==> src/bbg_pkg.sv <==
package bbg_pkg;

  localparam int MAX_WIDTH = 1024;
  localparam int WIN_ROWS  = 5;
  localparam int COL_W     = $clog2(MAX_WIDTH);
  localparam int EW_W      = COL_W + 1;
  localparam int MEM_DEPTH = WIN_ROWS * MAX_WIDTH;
  localparam int ADDR_W    = $clog2(MEM_DEPTH);
  localparam int LEAD_W    = $clog2(2 * MAX_WIDTH + 3);
  localparam int WID_W     = 11;
  localparam int HGT_W     = 16;
  localparam int PIX_W     = 24;
  localparam int SUM_W     = 13;
  localparam int CNT_W     = 5;
  localparam int DIV_CNT_W = 4;
  localparam int QSUM_W    = 10;
  localparam int RECIP3    = 683;
  localparam int RECIP3_SH = 11;
  localparam int DATA_W    = 32;
  localparam int PADDR_W   = 3;

  // register indexes
  localparam logic REG_WIDTH  = 1'b0;
  localparam logic REG_HEIGHT = 1'b1;

  // item operations
  localparam logic OP_PUSH  = 1'b0;
  localparam logic OP_DRAIN = 1'b1;

  localparam logic [WID_W-1:0] WIDTH_RESET  = 11'd640;
  localparam logic [HGT_W-1:0] HEIGHT_RESET = 16'd480;

  typedef struct packed {
    logic [HGT_W-1:0] orow;
    logic [COL_W-1:0] ocol;
    logic [2:0]       rmod;
    logic             last;
    logic [EW_W-1:0]  w;
    logic [HGT_W-1:0] h;
  } job_t;

  typedef struct packed {
    logic              en;
    logic [ADDR_W-1:0] addr;
    logic [PIX_W-1:0]  data;
  } mem_wr_t;

  typedef struct packed {
    logic full;
    logic empty;
  } q_stat_t;

  typedef enum logic [2:0] {
    BK_IDLE,
    BK_SCAN,
    BK_FLUSH,
    BK_DIV,
    BK_DONE
  } bk_state_t;

  // reduce a value below 15 modulo the window row count
  function automatic logic [2:0] mod5(input logic [3:0] x);
    logic [3:0] y;
    y = x;
    if (y >= 4'd10) begin
      y = y - 4'd10;
    end else if (y >= 4'd5) begin
      y = y - 4'd5;
    end
    return y[2:0];
  endfunction

  // line store address of (row slot, column)
  function automatic logic [ADDR_W-1:0] mem_addr(input logic [2:0] slot,
                                                 input logic [COL_W-1:0] col);
    return ADDR_W'(slot) * ADDR_W'(MAX_WIDTH) + ADDR_W'(col);
  endfunction

endpackage

==> src/bbg_jobq.sv <==
module bbg_jobq
  import bbg_pkg::*;
(
  input  logic    clk,
  input  logic    rst_n,
  input  logic    push,
  input  job_t    push_job,
  input  logic    pop,
  output job_t    head_job,
  output q_stat_t stat
);

  job_t       slot_r [2];
  logic       wptr_r, wptr_nxt;
  logic       rptr_r, rptr_nxt;
  logic [1:0] cnt_r, cnt_nxt;

  assign stat.full  = (cnt_r == 2'd2);
  assign stat.empty = (cnt_r == 2'd0);
  assign head_job   = slot_r[rptr_r];

  // advance pointers and fill count
  always_comb begin
    wptr_nxt = push ? ~wptr_r : wptr_r;
    rptr_nxt = pop ? ~rptr_r : rptr_r;
    cnt_nxt  = cnt_r + {1'b0, push} - {1'b0, pop};
  end

  always_ff @(posedge clk) begin
    if (!rst_n) begin
      wptr_r <= 1'b0;
      rptr_r <= 1'b0;
      cnt_r  <= 2'd0;
    end else begin
      wptr_r <= wptr_nxt;
      rptr_r <= rptr_nxt;
      cnt_r  <= cnt_nxt;
    end
  end

  // store entry
  always_ff @(posedge clk) begin
    if (push) begin
      slot_r[wptr_r] <= push_job;
    end
  end

endmodule

==> config.mk <==
export PLATFORM = sky130hd
export DESIGN_NAME = bbg_jobq
export DESIGN_NICKNAME = d
export VERILOG_FILES = /design/src/bbg_pkg.sv /design/src/bbg_jobq.sv
export SDC_FILE = /design/constraint.sdc
export NUM_CORES = 1
export LEC_CHECK = 0
export BUFFER_PORTS_ARGS = -buffer_cell sky130_fd_sc_hd__buf_2
export CAP_MARGIN = 15
export CELL_PAD_IN_SITES_DETAIL_PLACEMENT = 0
export CELL_PAD_IN_SITES_GLOBAL_PLACEMENT = 2
export CORE_ASPECT_RATIO = 0.75
export CORE_MARGIN = 4
export CORE_UTILIZATION = 40
export CTS_BUF_LIST = sky130_fd_sc_hd__clkbuf_4
export CTS_CLUSTER_SIZE = 10
export DETAILED_ROUTE_END_ITERATION = 12
export MAX_ROUTING_LAYER = met4
export PLACE_DENSITY_LB_ADDON = 0.1
export SKIP_LAST_GASP = 1
export SLEW_MARGIN = 40
export SYNTH_ARGS = -nofsm -noshare
export SYNTH_HDL_FRONTEND = slang
export SYNTH_SLANG_ARGS = --single-unit
==> constraint.sdc <==
create_clock -name clk -period 6.1 [get_ports clk]
set_input_delay 1.83 -clock clk [delete_from_list [all_inputs] [get_ports clk]]
set_output_delay 1.83 -clock clk [all_outputs]
set_load 0.1 [all_outputs]
==> metrics.txt <==
vias in the first global route 2,409; H-tree Lvls 4; Layout Nets 398; Die Area 12,900 um2; # resized after CTS 0; peak supply drop 0.000286 V; Area growth syn-to-layout 25.5%; port bufs 119; Distinct cells, synth 14; routability cong. 0.735; DP HPWL 5.44 mm; CP max-delay cell dfxtp_4; PD cells 374 nW/um2; share of the synthesized area in the top cell type 76.8%; syn_nets 261; fin crit period 3940 ps; CP endpoint kind output port; Critical Path RT 4270 ps; sequential-to-total area share from yosys stat 79.0%; synth warn 0; post-DR vias/cell 4.54; Slew Limit Fails 0; Inserted Diodes 0; # DRC 0; endpoints failing setup 0; post-CTS setup buffers 0; FP Rows 33; dominant cell type by area after synthesis edfxtp_1; Final Hold Fails 0; clock tree buffer depth 2; Leak 2.20 nW; DIE WIDTH 130 um; GRT Total Usage 13.7%; CP Class reg -> out; Maximum Capacitance Violations 0; Place WS 2580 ps; largest fanout on the critical path 25; core area 10,900 um2; Layout Skew 10.7 ps; DRT iter0 DRCs 98; Hold Buf Count CTS 0; status finished, final reports clean; Clock transition at path regs 90 ps; Final WS setup 2160 ps; initial antenna violation count 0; Slew HR 53.3%; Arr. time, crit path 2110 ps; RSZ-0062 raised after global routing false; Routed WL per cell 16.5 um; CTS tree yes; final hold slack 569 ps; Num CTS Buffers 17; Cells after Synth 198; Max Fclk 254 MHz; clock root buffer clkbuf_4; Top cell by count, worst path buf_12; worst hold-check path type reg -> reg; pin count of the biggest net entering global routing 33; initial core utilization 40.9%; first-pass GRT wire length 12.5 mm; share of layout cells above drive strength 1 60.6%; Die Y 99.4 um; Worst-Margin Slew 701 ps; Pre-antenna DRT Iters 4; clk_lat worst skew 480 ps; Area contributors post-synth edfxtp_1 77%, mux2_4 10%, mux2_2 6.8%, dfxtp_1 2.2%, buf_6 1.0%; Detail Route Antenna Nets 0; Cell Chain, Critical Path buf_12, buf_12, mux2_2, buf_2; vias 2,216; syn avg cell area 22.5 um2; total gr overflow 0; most frequent cells in the layout 119 x buf_2, 114 x edfxtp_1, 30 x mux2_4; Fill cells 964; clock sink count 119; Mapped Area 4460 um2; crit share post-route 64.6%; FF+latch count, synth 119; CP Launch Type flip-flop; Post-Route Setup TNS 0 ps; most common cell after layout, fill and taps aside buf_2; WL final 8.07 mm; num ports 120; Slowest Stage Delay on Critical Path 500 ps
## Yosys cell counts
cell,count
xnor3_1,1
inv_1,2
nor2_1,1
dfxtp_1,5
mux2_2,27
and2_1,4
nor2b_1,4
buf_6,4
o21a_1,1
buf_2,2
mux2_4,30
ha_1,2
xor2_1,1
edfxtp_1,114
## final cells by class
type | instances | area (um2) | share of cell area, %
Clock buffer | 19 | 143 | 2.55
Timing Repair Buffer | 124 | 678 | 12.1
Inverter | 2 | 7.51 | 0.134
Tap cell | 140 | 175 | 3.13
Multi-Input combinational cell | 71 | 881 | 15.7
Clock inverter | 13 | 184 | 3.29
Sequential cell | 119 | 3530 | 63.0
## sequential cells by signal, indices dropped and copies added, names as in the netlist, named ones only
name,cells
cnt_r,2
rptr_r,1
slot_r,114
wptr_r,1
## through the flow
| stage | cells | cell area [um2] | utilization, % | total power [mW] |
|---|---|---|---|---|
| finish | 488 | 5600 | 51.3 | 2.09 |
| floorplan | 198 | 4460 | - | 1.40 |
| CTS | 488 | 5600 | 51.3 | 2.12 |
| global route | 488 | 5600 | 51.3 | 2.18 |
| detailed placement | 456 | 5270 | 48.3 | 1.48 |
| global placement | 453 | 5200 | 47.7 | 1.47 |
## worst paths after layout
| path | start | end | slack [ps] | cells past startpoint |
|---|---|---|---|---|
| worst max-delay path | flip-flop | head_job[0] | 2160 | 4 |
| worst min-delay path | rptr_r | flip-flop | 570 | 2 |
| worst max register to register | wptr_r | slot_r[1][14] | 4210 | 2 |
| worst min register to register | rptr_r | flip-flop | 570 | 2 |
## power by group
group	total, mW	switching, mW	internal, mW	leakage (nW)
clock network	0.632	0.265	0.368	0.178
logic	0.501	0.389	0.112	0.906
registers	0.959	0.0159	0.943	1.11
## layer usage
metal  vias up  share of wire (%)  track usage (%)  wire length, um
li1       1058                  -                -                -
met1      1072                 43             16.1             3490
met2        77                 48             21.4             3890
met3         9                7.3             5.31              586
met4         0                1.3             5.27              105
met5         -                  0                -                0
## worst max-delay path, delay by kind of cell (launching register included)
family                 cells  cell delay, ps
buffers and inverters      3             750
muxes                      1             370
DFF                        1             500
## kinds of logic after synthesis
kind of cell | Yosys count | share of synthesized area, %
multiplexers | 57 | 16.9
XOR/XNOR | 2 | 0.702
buffers and inverters | 8 | 1.40
AO/OA/AOI/OAI | 1 | 0.168
adder cells (fa/ha/maj) | 2 | 0.561
AND/OR/NAND/NOR | 9 | 1.21
flip-flops | 119 | 79.0
Power figures use the tool's default switching activity.
