[config.mk]
export PLATFORM = sky130hd
export DESIGN_NAME = bbg_front
export DESIGN_NICKNAME = d
export VERILOG_FILES = /design/src/bbg_pkg.sv /design/src/bbg_front.sv
export SDC_FILE = /design/constraint.sdc
export NUM_CORES = 1
export LEC_CHECK = 0
export BUFFER_PORTS_ARGS = -buffer_cell sky130_fd_sc_hd__buf_2
export CORE_MARGIN = 2
export CORE_UTILIZATION = 43
export DETAILED_ROUTE_END_ITERATION = 16
export GPL_ROUTABILITY_DRIVEN = 0
export PLACE_DENSITY = 0.77
export SKIP_CTS_REPAIR_TIMING = 1
export SLEW_MARGIN = 20
export SYNTH_ARGS = -nofsm -noshare
export SYNTH_HDL_FRONTEND = slang
export SYNTH_SLANG_ARGS = --single-unit
export TNS_END_PERCENT = 30
[constraint.sdc]
create_clock -name clk -period 9.7 [get_ports clk]
set_input_delay 0.97 -clock clk [delete_from_list [all_inputs] [get_ports clk]]
set_output_delay 0.97 -clock clk [all_outputs]
set_load 0.02 [all_outputs]
[src/bbg_pkg.sv]
package bbg_pkg;

  localparam int MAX_WIDTH = 1024;
  localparam int WIN_ROWS  = 5;
  localparam int COL_W     = $clog2(MAX_WIDTH);
  localparam int EW_W      = COL_W + 1;
  localparam int MEM_DEPTH = WIN_ROWS * MAX_WIDTH;
  localparam int ADDR_W    = $clog2(MEM_DEPTH);
  localparam int LEAD_W    = $clog2(2 * MAX_WIDTH + 3);
  localparam int WID_W     = 11;
  localparam int HGT_W     = 16;
  localparam int PIX_W     = 24;
  localparam int SUM_W     = 13;
  localparam int CNT_W     = 5;
  localparam int DIV_CNT_W = 4;
  localparam int QSUM_W    = 10;
  localparam int RECIP3    = 683;
  localparam int RECIP3_SH = 11;
  localparam int DATA_W    = 32;
  localparam int PADDR_W   = 3;

  // register indexes
  localparam logic REG_WIDTH  = 1'b0;
  localparam logic REG_HEIGHT = 1'b1;

  // item operations
  localparam logic OP_PUSH  = 1'b0;
  localparam logic OP_DRAIN = 1'b1;

  localparam logic [WID_W-1:0] WIDTH_RESET  = 11'd640;
  localparam logic [HGT_W-1:0] HEIGHT_RESET = 16'd480;

  typedef struct packed {
    logic [HGT_W-1:0] orow;
    logic [COL_W-1:0] ocol;
    logic [2:0]       rmod;
    logic             last;
    logic [EW_W-1:0]  w;
    logic [HGT_W-1:0] h;
  } job_t;

  typedef struct packed {
    logic              en;
    logic [ADDR_W-1:0] addr;
    logic [PIX_W-1:0]  data;
  } mem_wr_t;

  typedef struct packed {
    logic full;
    logic empty;
  } q_stat_t;

  typedef enum logic [2:0] {
    BK_IDLE,
    BK_SCAN,
    BK_FLUSH,
    BK_DIV,
    BK_DONE
  } bk_state_t;

  // reduce a value below 15 modulo the window row count
  function automatic logic [2:0] mod5(input logic [3:0] x);
    logic [3:0] y;
    y = x;
    if (y >= 4'd10) begin
      y = y - 4'd10;
    end else if (y >= 4'd5) begin
      y = y - 4'd5;
    end
    return y[2:0];
  endfunction

  // line store address of (row slot, column)
  function automatic logic [ADDR_W-1:0] mem_addr(input logic [2:0] slot,
                                                 input logic [COL_W-1:0] col);
    return ADDR_W'(slot) * ADDR_W'(MAX_WIDTH) + ADDR_W'(col);
  endfunction

endpackage

[src/bbg_front.sv]
module bbg_front
  import bbg_pkg::*;
(
  input  logic               clk,
  input  logic               rst_n,
  input  logic               psel,
  input  logic               penable,
  input  logic               pwrite,
  input  logic [PADDR_W-1:0] paddr,
  input  logic [DATA_W-1:0]  pwdata,
  output logic [DATA_W-1:0]  prdata,
  input  logic               in_valid,
  output logic               in_ready,
  input  logic               in_operation,
  input  logic [7:0]         in_red,
  input  logic [7:0]         in_green,
  input  logic [7:0]         in_blue,
  input  q_stat_t            q_stat,
  input  logic               bk_busy,
  output logic               q_push,
  output job_t               q_job,
  output mem_wr_t            mem_wr
);

  logic [WID_W-1:0]  fw_r, fw_nxt;
  logic [HGT_W-1:0]  fh_r, fh_nxt;
  logic [COL_W-1:0]  in_col_r, in_col_nxt;
  logic [HGT_W-1:0]  in_row_r, in_row_nxt;
  logic [2:0]        in_rmod_r, in_rmod_nxt;
  logic [COL_W-1:0]  out_col_r, out_col_nxt;
  logic [HGT_W-1:0]  out_row_r, out_row_nxt;
  logic [2:0]        out_rmod_r, out_rmod_nxt;
  logic [LEAD_W-1:0] lead_r, lead_nxt;

  logic [EW_W-1:0]   ew;
  logic [HGT_W-1:0]  eh;
  logic [LEAD_W-1:0] lead_lim;
  logic              complete, acc, do_push, do_drain, emit, out_last, cfg_wr;
  logic              in_col_end, out_col_end;

  // effective frame size
  always_comb begin
    if (fw_r == '0) begin
      ew = EW_W'(1);
    end else if (fw_r > WID_W'(MAX_WIDTH)) begin
      ew = EW_W'(MAX_WIDTH);
    end else begin
      ew = EW_W'(fw_r);
    end
    eh = (fh_r == '0) ? HGT_W'(1) : fh_r;
  end

  assign lead_lim    = LEAD_W'({ew, 1'b0}) + LEAD_W'(2);
  assign complete    = (in_row_r >= eh);
  assign in_ready    = !q_stat.full &&
                       ((in_operation == OP_DRAIN) || (q_stat.empty && !bk_busy));
  assign acc         = in_valid && in_ready;
  assign do_push     = acc && (in_operation == OP_PUSH) && !complete;
  assign do_drain    = acc && (in_operation == OP_DRAIN) && complete;
  assign emit        = do_drain || (do_push && (lead_r == lead_lim));
  assign in_col_end  = ({1'b0, in_col_r} + EW_W'(1)) == ew;
  assign out_col_end = ({1'b0, out_col_r} + EW_W'(1)) == ew;
  assign out_last    = ((HGT_W + 1)'(out_row_r) + 17'd1 == {1'b0, eh}) && out_col_end;
  assign cfg_wr      = psel && penable && pwrite;

  // write the pushed pixel into its row slot
  assign mem_wr.en   = do_push;
  assign mem_wr.addr = mem_addr(in_rmod_r, in_col_r);
  assign mem_wr.data = {in_red, in_green, in_blue};

  // hand the result position to the back end
  assign q_push     = emit;
  assign q_job.orow = out_row_r;
  assign q_job.ocol = out_col_r;
  assign q_job.rmod = out_rmod_r;
  assign q_job.last = out_last;
  assign q_job.w    = ew;
  assign q_job.h    = eh;

  // read back registers
  always_comb begin
    unique case (paddr[2])
      REG_WIDTH:  prdata = DATA_W'(fw_r);
      REG_HEIGHT: prdata = DATA_W'(fh_r);
      default:    prdata = '0;
    endcase
  end

  // advance input and output positions
  always_comb begin
    fw_nxt       = fw_r;
    fh_nxt       = fh_r;
    in_col_nxt   = in_col_r;
    in_row_nxt   = in_row_r;
    in_rmod_nxt  = in_rmod_r;
    out_col_nxt  = out_col_r;
    out_row_nxt  = out_row_r;
    out_rmod_nxt = out_rmod_r;
    lead_nxt     = lead_r;
    if (do_push) begin
      if (in_col_end) begin
        in_col_nxt  = '0;
        in_row_nxt  = in_row_r + HGT_W'(1);
        in_rmod_nxt = (in_rmod_r == 3'd4) ? 3'd0 : in_rmod_r + 3'd1;
      end else begin
        in_col_nxt = in_col_r + COL_W'(1);
      end
      if (lead_r != lead_lim) begin
        lead_nxt = lead_r + LEAD_W'(1);
      end
    end
    if (emit) begin
      if (out_last) begin
        in_col_nxt   = '0;
        in_row_nxt   = '0;
        in_rmod_nxt  = '0;
        out_col_nxt  = '0;
        out_row_nxt  = '0;
        out_rmod_nxt = '0;
        lead_nxt     = '0;
      end else if (out_col_end) begin
        out_col_nxt  = '0;
        out_row_nxt  = out_row_r + HGT_W'(1);
        out_rmod_nxt = (out_rmod_r == 3'd4) ? 3'd0 : out_rmod_r + 3'd1;
      end else begin
        out_col_nxt = out_col_r + COL_W'(1);
      end
    end
    // a register write restarts the frame
    if (cfg_wr) begin
      if (paddr[2] == REG_WIDTH) begin
        fw_nxt = pwdata[WID_W-1:0];
      end else begin
        fh_nxt = pwdata[HGT_W-1:0];
      end
      in_col_nxt   = '0;
      in_row_nxt   = '0;
      in_rmod_nxt  = '0;
      out_col_nxt  = '0;
      out_row_nxt  = '0;
      out_rmod_nxt = '0;
      lead_nxt     = '0;
    end
  end

  always_ff @(posedge clk) begin
    if (!rst_n) begin
      fw_r       <= WIDTH_RESET;
      fh_r       <= HEIGHT_RESET;
      in_col_r   <= '0;
      in_row_r   <= '0;
      in_rmod_r  <= '0;
      out_col_r  <= '0;
      out_row_r  <= '0;
      out_rmod_r <= '0;
      lead_r     <= '0;
    end else begin
      fw_r       <= fw_nxt;
      fh_r       <= fh_nxt;
      in_col_r   <= in_col_nxt;
      in_row_r   <= in_row_nxt;
      in_rmod_r  <= in_rmod_nxt;
      out_col_r  <= out_col_nxt;
      out_row_r  <= out_row_nxt;
      out_rmod_r <= out_rmod_nxt;
      lead_r     <= lead_nxt;
    end
  end

endmodule

==> impl_metrics.yaml, run 1 <==
cts:
  root_buffer: "clkbuf_16"
  htree_levels: 3
  cts_tree: "built"
  cts_sinks: 97
  clock_path_buffers: 2
  clk_pin_slew_worst_paths_ns: 0.08
  clk_latency_ns: 0.36
  cts_buffers: 9
routing:
  via_per_inst: 5.770
  drt_iter0_drc: 689
  wl_per_cell_um: 16.67
  dr.pass1.iters: 7
  drc_errors: 0
  wirelength_um: 20390
  vias: 7057
  ant_nets: 0
sta:
  setup_viol_count_final: 0
  finalHoldViolCount: 0
  post-route-period-util_pct: 54.42
  fmax_ghz: 0.1894
  fin_skew_ns: 0.01377
  finalSetupTns_ns: 0
  drv_slew: 0
  whs_ns: 0.4844
  slew_headroom_pct: 37.49
  timing.final.crit_period_ns: 5.279
  worst_pin_slew_ns: 0.9313
  rsz0062_at_grt: "false"
die:
  num_io_pins: 198
  die_area_sq_mm: 0.01808
  core.rowCount: 47
  initial_core_util_pct: 44.13
  fp.dieH_um: 134.5
  core-area_sq_mm: 0.01658
  die_w_um: 134.5
setup_path:
  path_class: "flop to output port"
  required_ns: 8.73
  worstPathArrival_ns: 4.31
  cp_max_fo: 11
  worstSetupEndpointType: "output port"
  worst_setup_path_start_kind: "flop"
placed_design:
  dpl.hpwl_um: 14900
  postPlaceCellArea_sq_mm: 0.007577
  portBuffers: 115
pwr:
  p_per_area_mw_per_mm2: 111.8
  combPwrFrac_pct: 8.1
  p_sw_share_pct: 25.42
  ir_worst_vdd_mv: 0.08347
  p_seq_share_pct: 45.9
  p_int_uw: 662.7
  p_leak_uw: 0.002996
  p_total_uw: 888.6
  p_clk_share_pct: 46.0
  p_switching_uw: 225.9
finish:
  synthToLayoutAreaGrowth_pct: 8.583
  layout_common_cells: "nand2_1 (126), buf_2 (115), dfxtp_1 (97)"
  final_common_cell: "nand2_1"
  nets: 1091
  layout-drive-gt1-share_pct: 16.58
  finalInstanceArea_sq_mm: 0.007946
yosys:
  netlist_instances: 970
  synth_edf_count: 0
  ys_ff_latch: 97
  syn_avg_cell_area_sq_um: 7.545
  netlist_area_sq_mm: 0.007318
  yosysWarningCount: 0
  async_reset_ff_share_pct: 0
  ys.flop_type: "dfxtp_1"
  synth_seq_area_share_pct: 26.53
  yosysUniqueCellTypes: 80
global_route:
  grt_pass1_vias: 6384
  antenna_found_initial: 4
  grt_max_degree: 42
  gr-total-overflow: 0
  grt_pass1_wl_um: 32690
  grtUsageTotal_pct: 22.39
hold_path:
  hp-class: "flop to flop"
outcome:
  outcome: "completed"
run:
  cap_violations: 0
[cell families (layout without fill, tap and decap cells)]
kind of cell	count (synthesis)	in the layout	synth area share, %
xor+xnor	61	61	7.882
other cells	1	18	0.05124
flops	97	97	26.53
compound gates	218	218	19.76
simple gates	388	388	27.85
mux	13	13	1.898
buf+inv	166	182	11.57
fa+ha+maj	26	26	4.445
[synth_stat cells, types with 3 or more instances]
cell type,instances,area (sq um)
buf_6,6,67.56
o21a_1,3,22.52
nand3b_1,7,52.55
and3_1,9,56.30
o21ai_0,44,220.2
o31ai_1,4,30.03
xor2_1,20,175.2
inv_1,47,176.4
buf_4,42,315.3
and2_1,6,37.54
a311oi_1,3,26.28
nor2_1,53,198.9
ha_1,26,325.3
a211oi_1,7,52.55
dfxtp_1,97,1942
a22oi_1,3,22.52
buf_2,16,80.08
nor2b_1,10,62.56
mux2_2,7,78.83
a2bb2oi_1,3,26.28
xnor2_1,38,332.8
nor3_1,19,95.09
nand3_1,46,230.2
a2111oi_0,3,26.28
nand4b_1,4,35.03
mux2i_1,6,60.06
nand4_1,22,137.6
a211o_1,3,26.28
a21boi_0,22,165.2
nor3b_1,5,37.54
nand2b_1,9,56.30
and4b_1,3,30.03
a21oi_1,61,305.3
nor4_1,10,62.56
o221ai_1,3,26.28
o211ai_1,10,75.07
or4_1,6,45.04
clkbuf_1,54,202.7
or3_1,28,175.2
o22ai_1,16,100.1
nand2_1,126,473.0
a31oi_1,9,56.30
and4_1,5,43.79
o31a_1,3,26.28
[area by class of cell]
class	instances	area, sq um
Fill cell	1648	8637
Antenna cell	2	5.005
Inverter	47	176.4
Sequential cell	97	1942
Multi-Input combinational cell	722	4586
Clock buffer	10	239.0
Tap cell	220	275.3
Clock inverter	6	97.59
Timing Repair Buffer	119	625.6
[routing by layer]
metal	share of wire [%]	GRT usage, %	vias to the layer above
li1	-	-	3419
met1	44	30.40	3322
met2	45	35.43	285
met3	9.0	5.706	27
met4	1.3	6.023	4
met5	0.11	0	-
[per-stage QoR]
step / util [%] / std cells / setup slack (ns)
floorplan: - / 985 / 5.161
global placement: 45.69 / 1204 / 4.790
detailed placement: 45.69 / 1204 / 4.630
CTS: 47.72 / 1220 / 4.462
global route: 47.92 / 1223 / 4.215
finish: 47.92 / 1223 / 4.421
[power groups by stage]
stage	clock [uW]	combinational, uW	sequential (uW)
3_5_place_dp	0	69.6	417
2_1_floorplan	0	73.4	412
6_report	409	72.3	408
5_1_grt	431	78.2	408
4_1_cts	415	70.1	407
3_3_place_gp	0	68.9	416
[worst max-delay path, cell delays in order (launching register included)]
cell and delay, ns:
dfxtp_1 0.46, or4_4 0.56, o41ai_4 0.62, ha_1 0.32, nand4b_1 0.20, or3_1 0.36
a221o_1 0.33, a211oi_2 0.28, and4b_1 0.35, nor2_1 0.20, inv_1 0.09, buf_2 0.16
[registers in the layout, indices dropped and copies added, names as in the netlist]
name,count
in_row_r,16
in_col_r,10
out_col_r,10
lead_r,12
out_row_r,16
fh_r,16
out_rmod_r,3
in_rmod_r,3
fw_r,11
[worst paths after layout]
kind                           start                       to  slack, ns  cells past startpoint
max reg2reg     fw_r[6]$_SDFFE_PN0P_   in_row_r[2]$_SDFF_PP0_       4.88                     12
min reg2reg  in_rmod_r[1]$_SDFF_PP0_  in_rmod_r[1]$_SDFF_PP0_       0.48                      2
min          in_rmod_r[1]$_SDFF_PP0_  in_rmod_r[1]$_SDFF_PP0_       0.48                      2
max             fw_r[6]$_SDFFE_PN0P_                   q_push       4.42                     11
No activity file was read; power rests on OpenSTA's default activity.
==> run 2: changes to the inputs <==
==> constraint.sdc (replaced) <==
create_clock -name clk -period 4.92 [get_ports clk]
set_input_delay 0.492 -clock clk [delete_from_list [all_inputs] [get_ports clk]]
set_output_delay 0.492 -clock clk [all_outputs]
set_load 0.02 [all_outputs]
==> run 2 against run 1 <==
  * Wire length increased by 0.97%
  * Non-clock buffer count increased by 4
  * Critical path depth unchanged
  * Register-to-register slack got worse by 4.4 ns
  * First-iteration DRC count decreased by 7.3%
  * Worst hold slack got worse by 0.10 ns
  * Sequential power increased by 96%
  * Final area increased by 0.17%
  * Clock skew decreased by 0.0049 ns
  * Combinational power increased by 100%
  * Critical path type unchanged
  * Largest cell class unchanged
  * Largest power group unchanged
  * Highest routed layer is now met4
==> impl_metrics.yaml, run 2 (synthesis results as in run 1) <==
global_route:
  antenna_found_initial: 0
  grt_pass1_wl_um: 33060
  gr-total-overflow: 0
  grtUsageTotal_pct: 22.55
  grt_pass1_vias: 6347
  grt_max_degree: 42
cts:
  root_buffer: "clkbuf_16"
  clock_path_buffers: 2
  clk_pin_slew_worst_paths_ns: 0.07
  clk_latency_ns: 0.36
  cts_tree: "built"
  htree_levels: 3
  cts_buffers: 9
  cts_sinks: 97
sta:
  timing.final.crit_period_ns: 4.685
  drv_slew: 0
  worst_pin_slew_ns: 1.005
  fmax_ghz: 0.2135
  post-route-period-util_pct: 95.22
  setup_viol_count_final: 0
  fin_skew_ns: 0.008899
  rsz0062_at_grt: "false"
  whs_ns: 0.3817
  slew_headroom_pct: 32.57
  finalSetupTns_ns: 0
  fin_ws_ns: 0.2352
  finalHoldViolCount: 0
finish:
  diodes: 0
  nets: 1095
  reg.largest.list: "fh_r (16), in_row_r (16), out_row_r (16)"
  finalInstanceArea_sq_mm: 0.007960
  final_common_cell: "nand2_1"
  layout-drive-gt1-share_pct: 16.73
  layout_common_cells: "nand2_1 (126), buf_2 (115), dfxtp_1 (97)"
  utilization_pct: 48.00
  synthToLayoutAreaGrowth_pct: 8.771
die:
  die_w_um: 134.5
  die_area_sq_mm: 0.01808
  fp.dieH_um: 134.5
  initial_core_util_pct: 44.13
  core.rowCount: 47
  core-area_sq_mm: 0.01658
  num_io_pins: 198
setup_path:
  r2r_slack_ns: 0.52
  worst_setup_path_start_kind: "flop"
  cpLargestDelayFamily: "simple AND/OR/NAND/NOR gates"
  worstSetupEndpointType: "output port"
  crit_slowest_cell: "or4_4"
  worstPathArrival_ns: 4.19
  crit_chain: "or4_4 -> o41ai_4 -> ha_1 -> nand4b_1 -> or3_1 -> a221o_1 -> a211oi_2 -> and4b_1 -> nor2_1 -> inv_1 -> buf_2"
  critPathMaxStageDelay_ns: 0.58
  critPathLaunch: "fw_r[0]$_SDFFE_PN0P_"
  regToRegEndpoint: "lead_r[6]$_SDFF_PP0_"
  cp_max_fo: 11
  path_class: "flop to output port"
  reg2regPathDepth: 12
  required_ns: 4.43
  path_depth: 11
  path_buf_inv: 2
  reg2reg_from: "fw_r[0]$_SDFFE_PN0P_"
  endpoint: "q_push"
placed_design:
  postPlaceCellArea_sq_mm: 0.007627
  portBuffers: 115
  pre_cts_slack_ns: 0.6228
  dpl.hpwl_um: 15160
outcome:
  outcome: "completed"
hold_path:
  hp-class: "input port to flop"
routing:
  dr.pass1.iters: 7
  via_per_inst: 5.820
  wirelength_um: 20580
  wl_per_cell_um: 16.82
  ant_nets: 0
  vias: 7124
  drt_iter0_drc: 639
  drc_errors: 0
pwr:
  p_per_area_mw_per_mm2: 220.8
  ir_worst_vdd_mv: 0.2011
  p_leak_uw: 0.003011
run:
  cap_violations: 0
==> run 2: area by class of cell <==
cell class                      count  area [sq um]
Sequential cell                    97          1942
Multi-Input combinational cell    722          4586
Inverter                           47         176.4
Fill cell                        1674          8623
Clock inverter                      5         103.9
Tap cell                          220         275.3
Clock buffer                       10         229.0
Timing Repair Buffer              123         648.1
==> run 2: how the worst min path moves through the flow <==
stage | cells past startpoint | slack [ns] | end | start
after detailed placement | 2 | 0.48 | in_row_r[15]$_SDFF_PP0_ | in_row_r[15]$_SDFF_PP0_
after CTS | 3 | 0.37 | fh_r[15]$_SDFFE_PN0P_ | pwdata[15]
after floorplan | 2 | 0.45 | in_row_r[15]$_SDFF_PP0_ | in_row_r[15]$_SDFF_PP0_
final | 3 | 0.38 | fh_r[15]$_SDFFE_PN0P_ | pwdata[15]
after global placement | 2 | 0.47 | fh_r[0]$_SDFFE_PN0P_ | fh_r[0]$_SDFFE_PN0P_
after global routing | 3 | 0.38 | fh_r[15]$_SDFFE_PN0P_ | pwdata[15]
==> run 2: worst register-to-register path, stage by stage (launching register included) <==
cell and delay [ns]:
dfxtp_1 0.38, or4_4 0.59, o41ai_4 0.56, ha_1 0.32
nand4b_1 0.21, or3_1 0.36, a221o_1 0.33, a211oi_2 0.30
and4b_1 0.35, o21ai_2 0.29, o21ai_4 0.26, buf_12 0.23
nor2_1 0.11
==> run 2: metrics by stage <==
step	std cells	power [uW]
2_1_floorplan	985	957.7
3_3_place_gp	1209	962.5
3_5_place_dp	1209	964.7
4_1_cts	1224	1774
5_1_grt	1224	1818
6_report	1224	1758
==> run 2: report_power, final <==
part	switching, uW	internal (uW)
logic	97.6	49.6
registers	11.0	790
clock network	314	495
total	422	1340
==> run 2: metal layers <==
| layer | GRT usage, % | vias to the layer above | part of all wire (%) | wire length [um] |
|---|---|---|---|---|
| met4 | 6.491 | 0 | 1.6 | 338 |
| met2 | 35.26 | 286 | 45 | 9354 |
| li1 | - | 3430 | - | - |
| met3 | 5.706 | 32 | 7.9 | 1625 |
| met5 | 0 | - | 0 | 0 |
| met1 | 30.80 | 3376 | 45 | 9265 |
==> run 3: changes to the inputs <==
--- a/config.mk
+++ b/config.mk
@@ -5,13 +5,13 @@
 export SDC_FILE = /design/constraint.sdc
 export NUM_CORES = 1
 export LEC_CHECK = 0
+export ABC_AREA = 1
 export BUFFER_PORTS_ARGS = -buffer_cell sky130_fd_sc_hd__buf_2
 export CORE_MARGIN = 2
 export CORE_UTILIZATION = 43
 export DETAILED_ROUTE_END_ITERATION = 16
 export GPL_ROUTABILITY_DRIVEN = 0
-export PLACE_DENSITY = 0.77
-export SKIP_CTS_REPAIR_TIMING = 1
+export PLACE_DENSITY = 0.78
 export SLEW_MARGIN = 20
 export SYNTH_ARGS = -nofsm -noshare
 export SYNTH_HDL_FRONTEND = slang
==> run 3 against run 2 <==
  * Final area fell by 2.8%
  * Sequential cell count unchanged
  * Critical path depth grew 7
  * Cell count grew 15%
  * Critical endpoint unchanged
  * Highest routed layer unchanged
==> impl_metrics.yaml, run 3 <==
routing:
  drt_iter0_drc: 620
  via_per_inst: 5.007
  wl_per_cell_um: 13.65
  drc_errors: 0
  ant_nets: 0
  vias: 7030
  wirelength_um: 19170
  dr.pass1.iters: 8
yosys:
  netlist.area_leader.share_pct: 27.79
  yosysTopAreaCell: "dfxtp_1"
  yosysMostFrequentCell: "nand2_1"
  synth_seq_area_share_pct: 27.79
  netlist_instances: 1122
  async_reset_ff_share_pct: 0
  synthTopCellsByArea: "dfxtp_1 (28%), nand2_1 (15%), inv_1 (7.8%), nor2_1 (7.5%), nand3_1 (6.5%)"
  yosysUniqueCellTypes: 34
  ys_ff_latch: 97
  netlist_area_sq_mm: 0.006988
  synth_edf_count: 0
  syn_avg_cell_area_sq_um: 6.228
  yosysWarningCount: 0
  synthTopCellsByCount: "nand2_1 (270), inv_1 (146), nor2_1 (139)"
  ys.flop_type: "dfxtp_1"
setup_path:
  reg2reg_from: "fw_r[2]$_SDFFE_PN0P_"
  worstSetupEndpointType: "output port"
  r2r_slack_ns: 1.22
  regToRegEndpoint: "in_row_r[11]$_SDFF_PP0_"
  reg2regPathDepth: 21
  required_ns: 4.43
  path_class: "flop to output port"
  worstPathArrival_ns: 3.51
  worst_setup_path_start_kind: "flop"
  cp_max_fo: 22
sta:
  finalSetupTns_ns: 0
  fin_skew_ns: 0.01437
  rsz0062_at_grt: "false"
  timing.final.crit_period_ns: 4.002
  finalHoldViolCount: 0
  fmax_ghz: 0.2499
  drv_slew: 0
  worst_pin_slew_ns: 0.8412
  post-route-period-util_pct: 81.33
  slew_headroom_pct: 43.86
  setup_viol_count_final: 0
die:
  core.rowCount: 46
  initial_core_util_pct: 43.99
  core-area_sq_mm: 0.01589
  die_w_um: 131.5
  fp.dieH_um: 131.5
  num_io_pins: 198
  die_area_sq_mm: 0.01729
finish:
  layout_common_cells: "nand2_1 (270), inv_1 (146), nor2_1 (139)"
  nets: 1277
  fillCellCount: 1664
  final_common_cell: "nand2_1"
  utilization_pct: 48.71
  reg.largest.list: "fh_r (16), in_row_r (16), out_row_r (16)"
  synthToLayoutAreaGrowth_pct: 10.73
  layout-drive-gt1-share_pct: 13.14
placed_design:
  dpl.hpwl_um: 14720
  portBuffers: 115
hold_path:
  hp-class: "input port to flop"
  hold_start: "pwdata[8]"
  hold_depth: 3
  hold_end: "fh_r[8]$_SDFFE_PN1P_"
cts:
  root_buffer: "clkbuf_16"
  cts_tree: "built"
  clk_latency_ns: 0.36
  clock_path_buffers: 2
  postCtsSetupBuffers: 0
  cts_sinks: 97
  cts_resized: 0
  cts_buffers: 9
  htree_levels: 3
  clk_pin_slew_worst_paths_ns: 0.07
  postCtsHoldBufs: 0
global_route:
  antenna_found_initial: 1
  grt_pass1_wl_um: 31100
  grtUsageTotal_pct: 21.92
  gr-total-overflow: 0
  grt_max_degree: 40
  grt_pass1_vias: 6435
pwr:
  p_clk_share_pct: 44.4
  p_leak_uw: 0.003734
  ir_worst_vdd_mv: 0.1765
  p_int_uw: 1309
  combPwrFrac_pct: 10.1
  p_sw_share_pct: 26.24
  p_per_area_mw_per_mm2: 229.4
  p_switching_uw: 465.9
  p_seq_share_pct: 45.5
run:
  cap_violations: 0
outcome:
  outcome: "completed"
run 3: logic make-up (layout without fill, tap and decap cells):
group / Yosys count / after routing / share of synthesized area, %
and+or+nand+nor: 566 / 566 / 34.68
AOI/OAI and AO/OA: 142 / 142 / 10.55
buffers and inverters: 237 / 287 / 15.63
other: 1 / 17 / 0.05366
xor gates and xnor gates: 53 / 53 / 6.643
DFF: 97 / 97 / 27.79
adders and majority gates: 26 / 26 / 4.655
run 3: power groups by stage:
stage          logic (uW)  clock network, uW  registers [uW]
6_report              180                788             807
5_1_grt               200                831             809
4_1_cts               179                802             807
3_5_place_dp          178                  0             825
3_3_place_gp          176                  0             825
2_1_floorplan         163                  0             822
run 3: cell type report:
type	instances	area (sq um)	share of cell area (%)
sequential	97	1942	25.10
timing repair buffer	121	620.6	8.021
inverter	150	563.0	7.277
clock inverter	5	86.33	1.116
antenna	1	2.502	0.03234
clock buffer	11	242.7	3.137
multi-input combinational	803	4010	51.83
tap	216	270.3	3.493
run 3: how the worst max path moves through the flow:
| stage | from | end | slack, ns |
|---|---|---|---|
| final | fw_r[2]$_SDFFE_PN0P_ | q_push | 0.92 |
| after global routing | fw_r[2]$_SDFFE_PN0P_ | q_push | 0.59 |
| after CTS | fw_r[2]$_SDFFE_PN0P_ | q_push | 0.95 |
| after detailed placement | fw_r[2]$_SDFFE_PN0P_ | in_row_r[14]$_SDFF_PP0_ | 1.26 |
| after global placement | fw_r[2]$_SDFFE_PN0P_ | in_col_r[6]$_SDFF_PP0_ | 1.37 |
| after floorplan | fw_r[2]$_SDFFE_PN0P_ | q_push | 1.85 |
run 3: routing by layer:
| metal | track usage (%) | vias up | wire (um) |
|---|---|---|---|
| met5 | 0 | - | 0 |
| met4 | 9.058 | 0 | 585 |
| met3 | 4.900 | 34 | 1149 |
| met2 | 37.03 | 214 | 9177 |
| met1 | 26.89 | 3170 | 8258 |
| li1 | - | 3612 | - |
run 3: through the flow:
stage          hold slack [ns]  std cells  worst slack [ns]  power [uW]  instance area, sq um
3_3_place_gp            0.4708       1387             1.369        1001                  7406
6_report                0.4087       1404            0.9183        1775                  7737
3_5_place_dp            0.4795       1387             1.262        1003                  7406
5_1_grt                 0.4019       1404            0.5895        1839                  7737
4_1_cts                 0.3855       1403            0.9507        1788                  7735
2_1_floorplan           0.4592       1137             1.847       985.5                  7044
run 3: worst max-delay path, cell delays in order, from the launching register on:
cell      delay [ns]
dfxtp_1         0.40
nor2_1          0.17
nand3_1         0.16
o21bai_4        0.38
nand2_2         0.19
inv_1           0.11
ha_1            0.20
nand2_1         0.06
inv_1           0.08
nand3_2         0.11
nor2_1          0.17
nand2_1         0.06
nand3_1         0.09
nand2_1         0.05
nor2_1          0.16
nand4_1         0.11
nand2_1         0.13
buf_4           0.27
buf_2           0.22
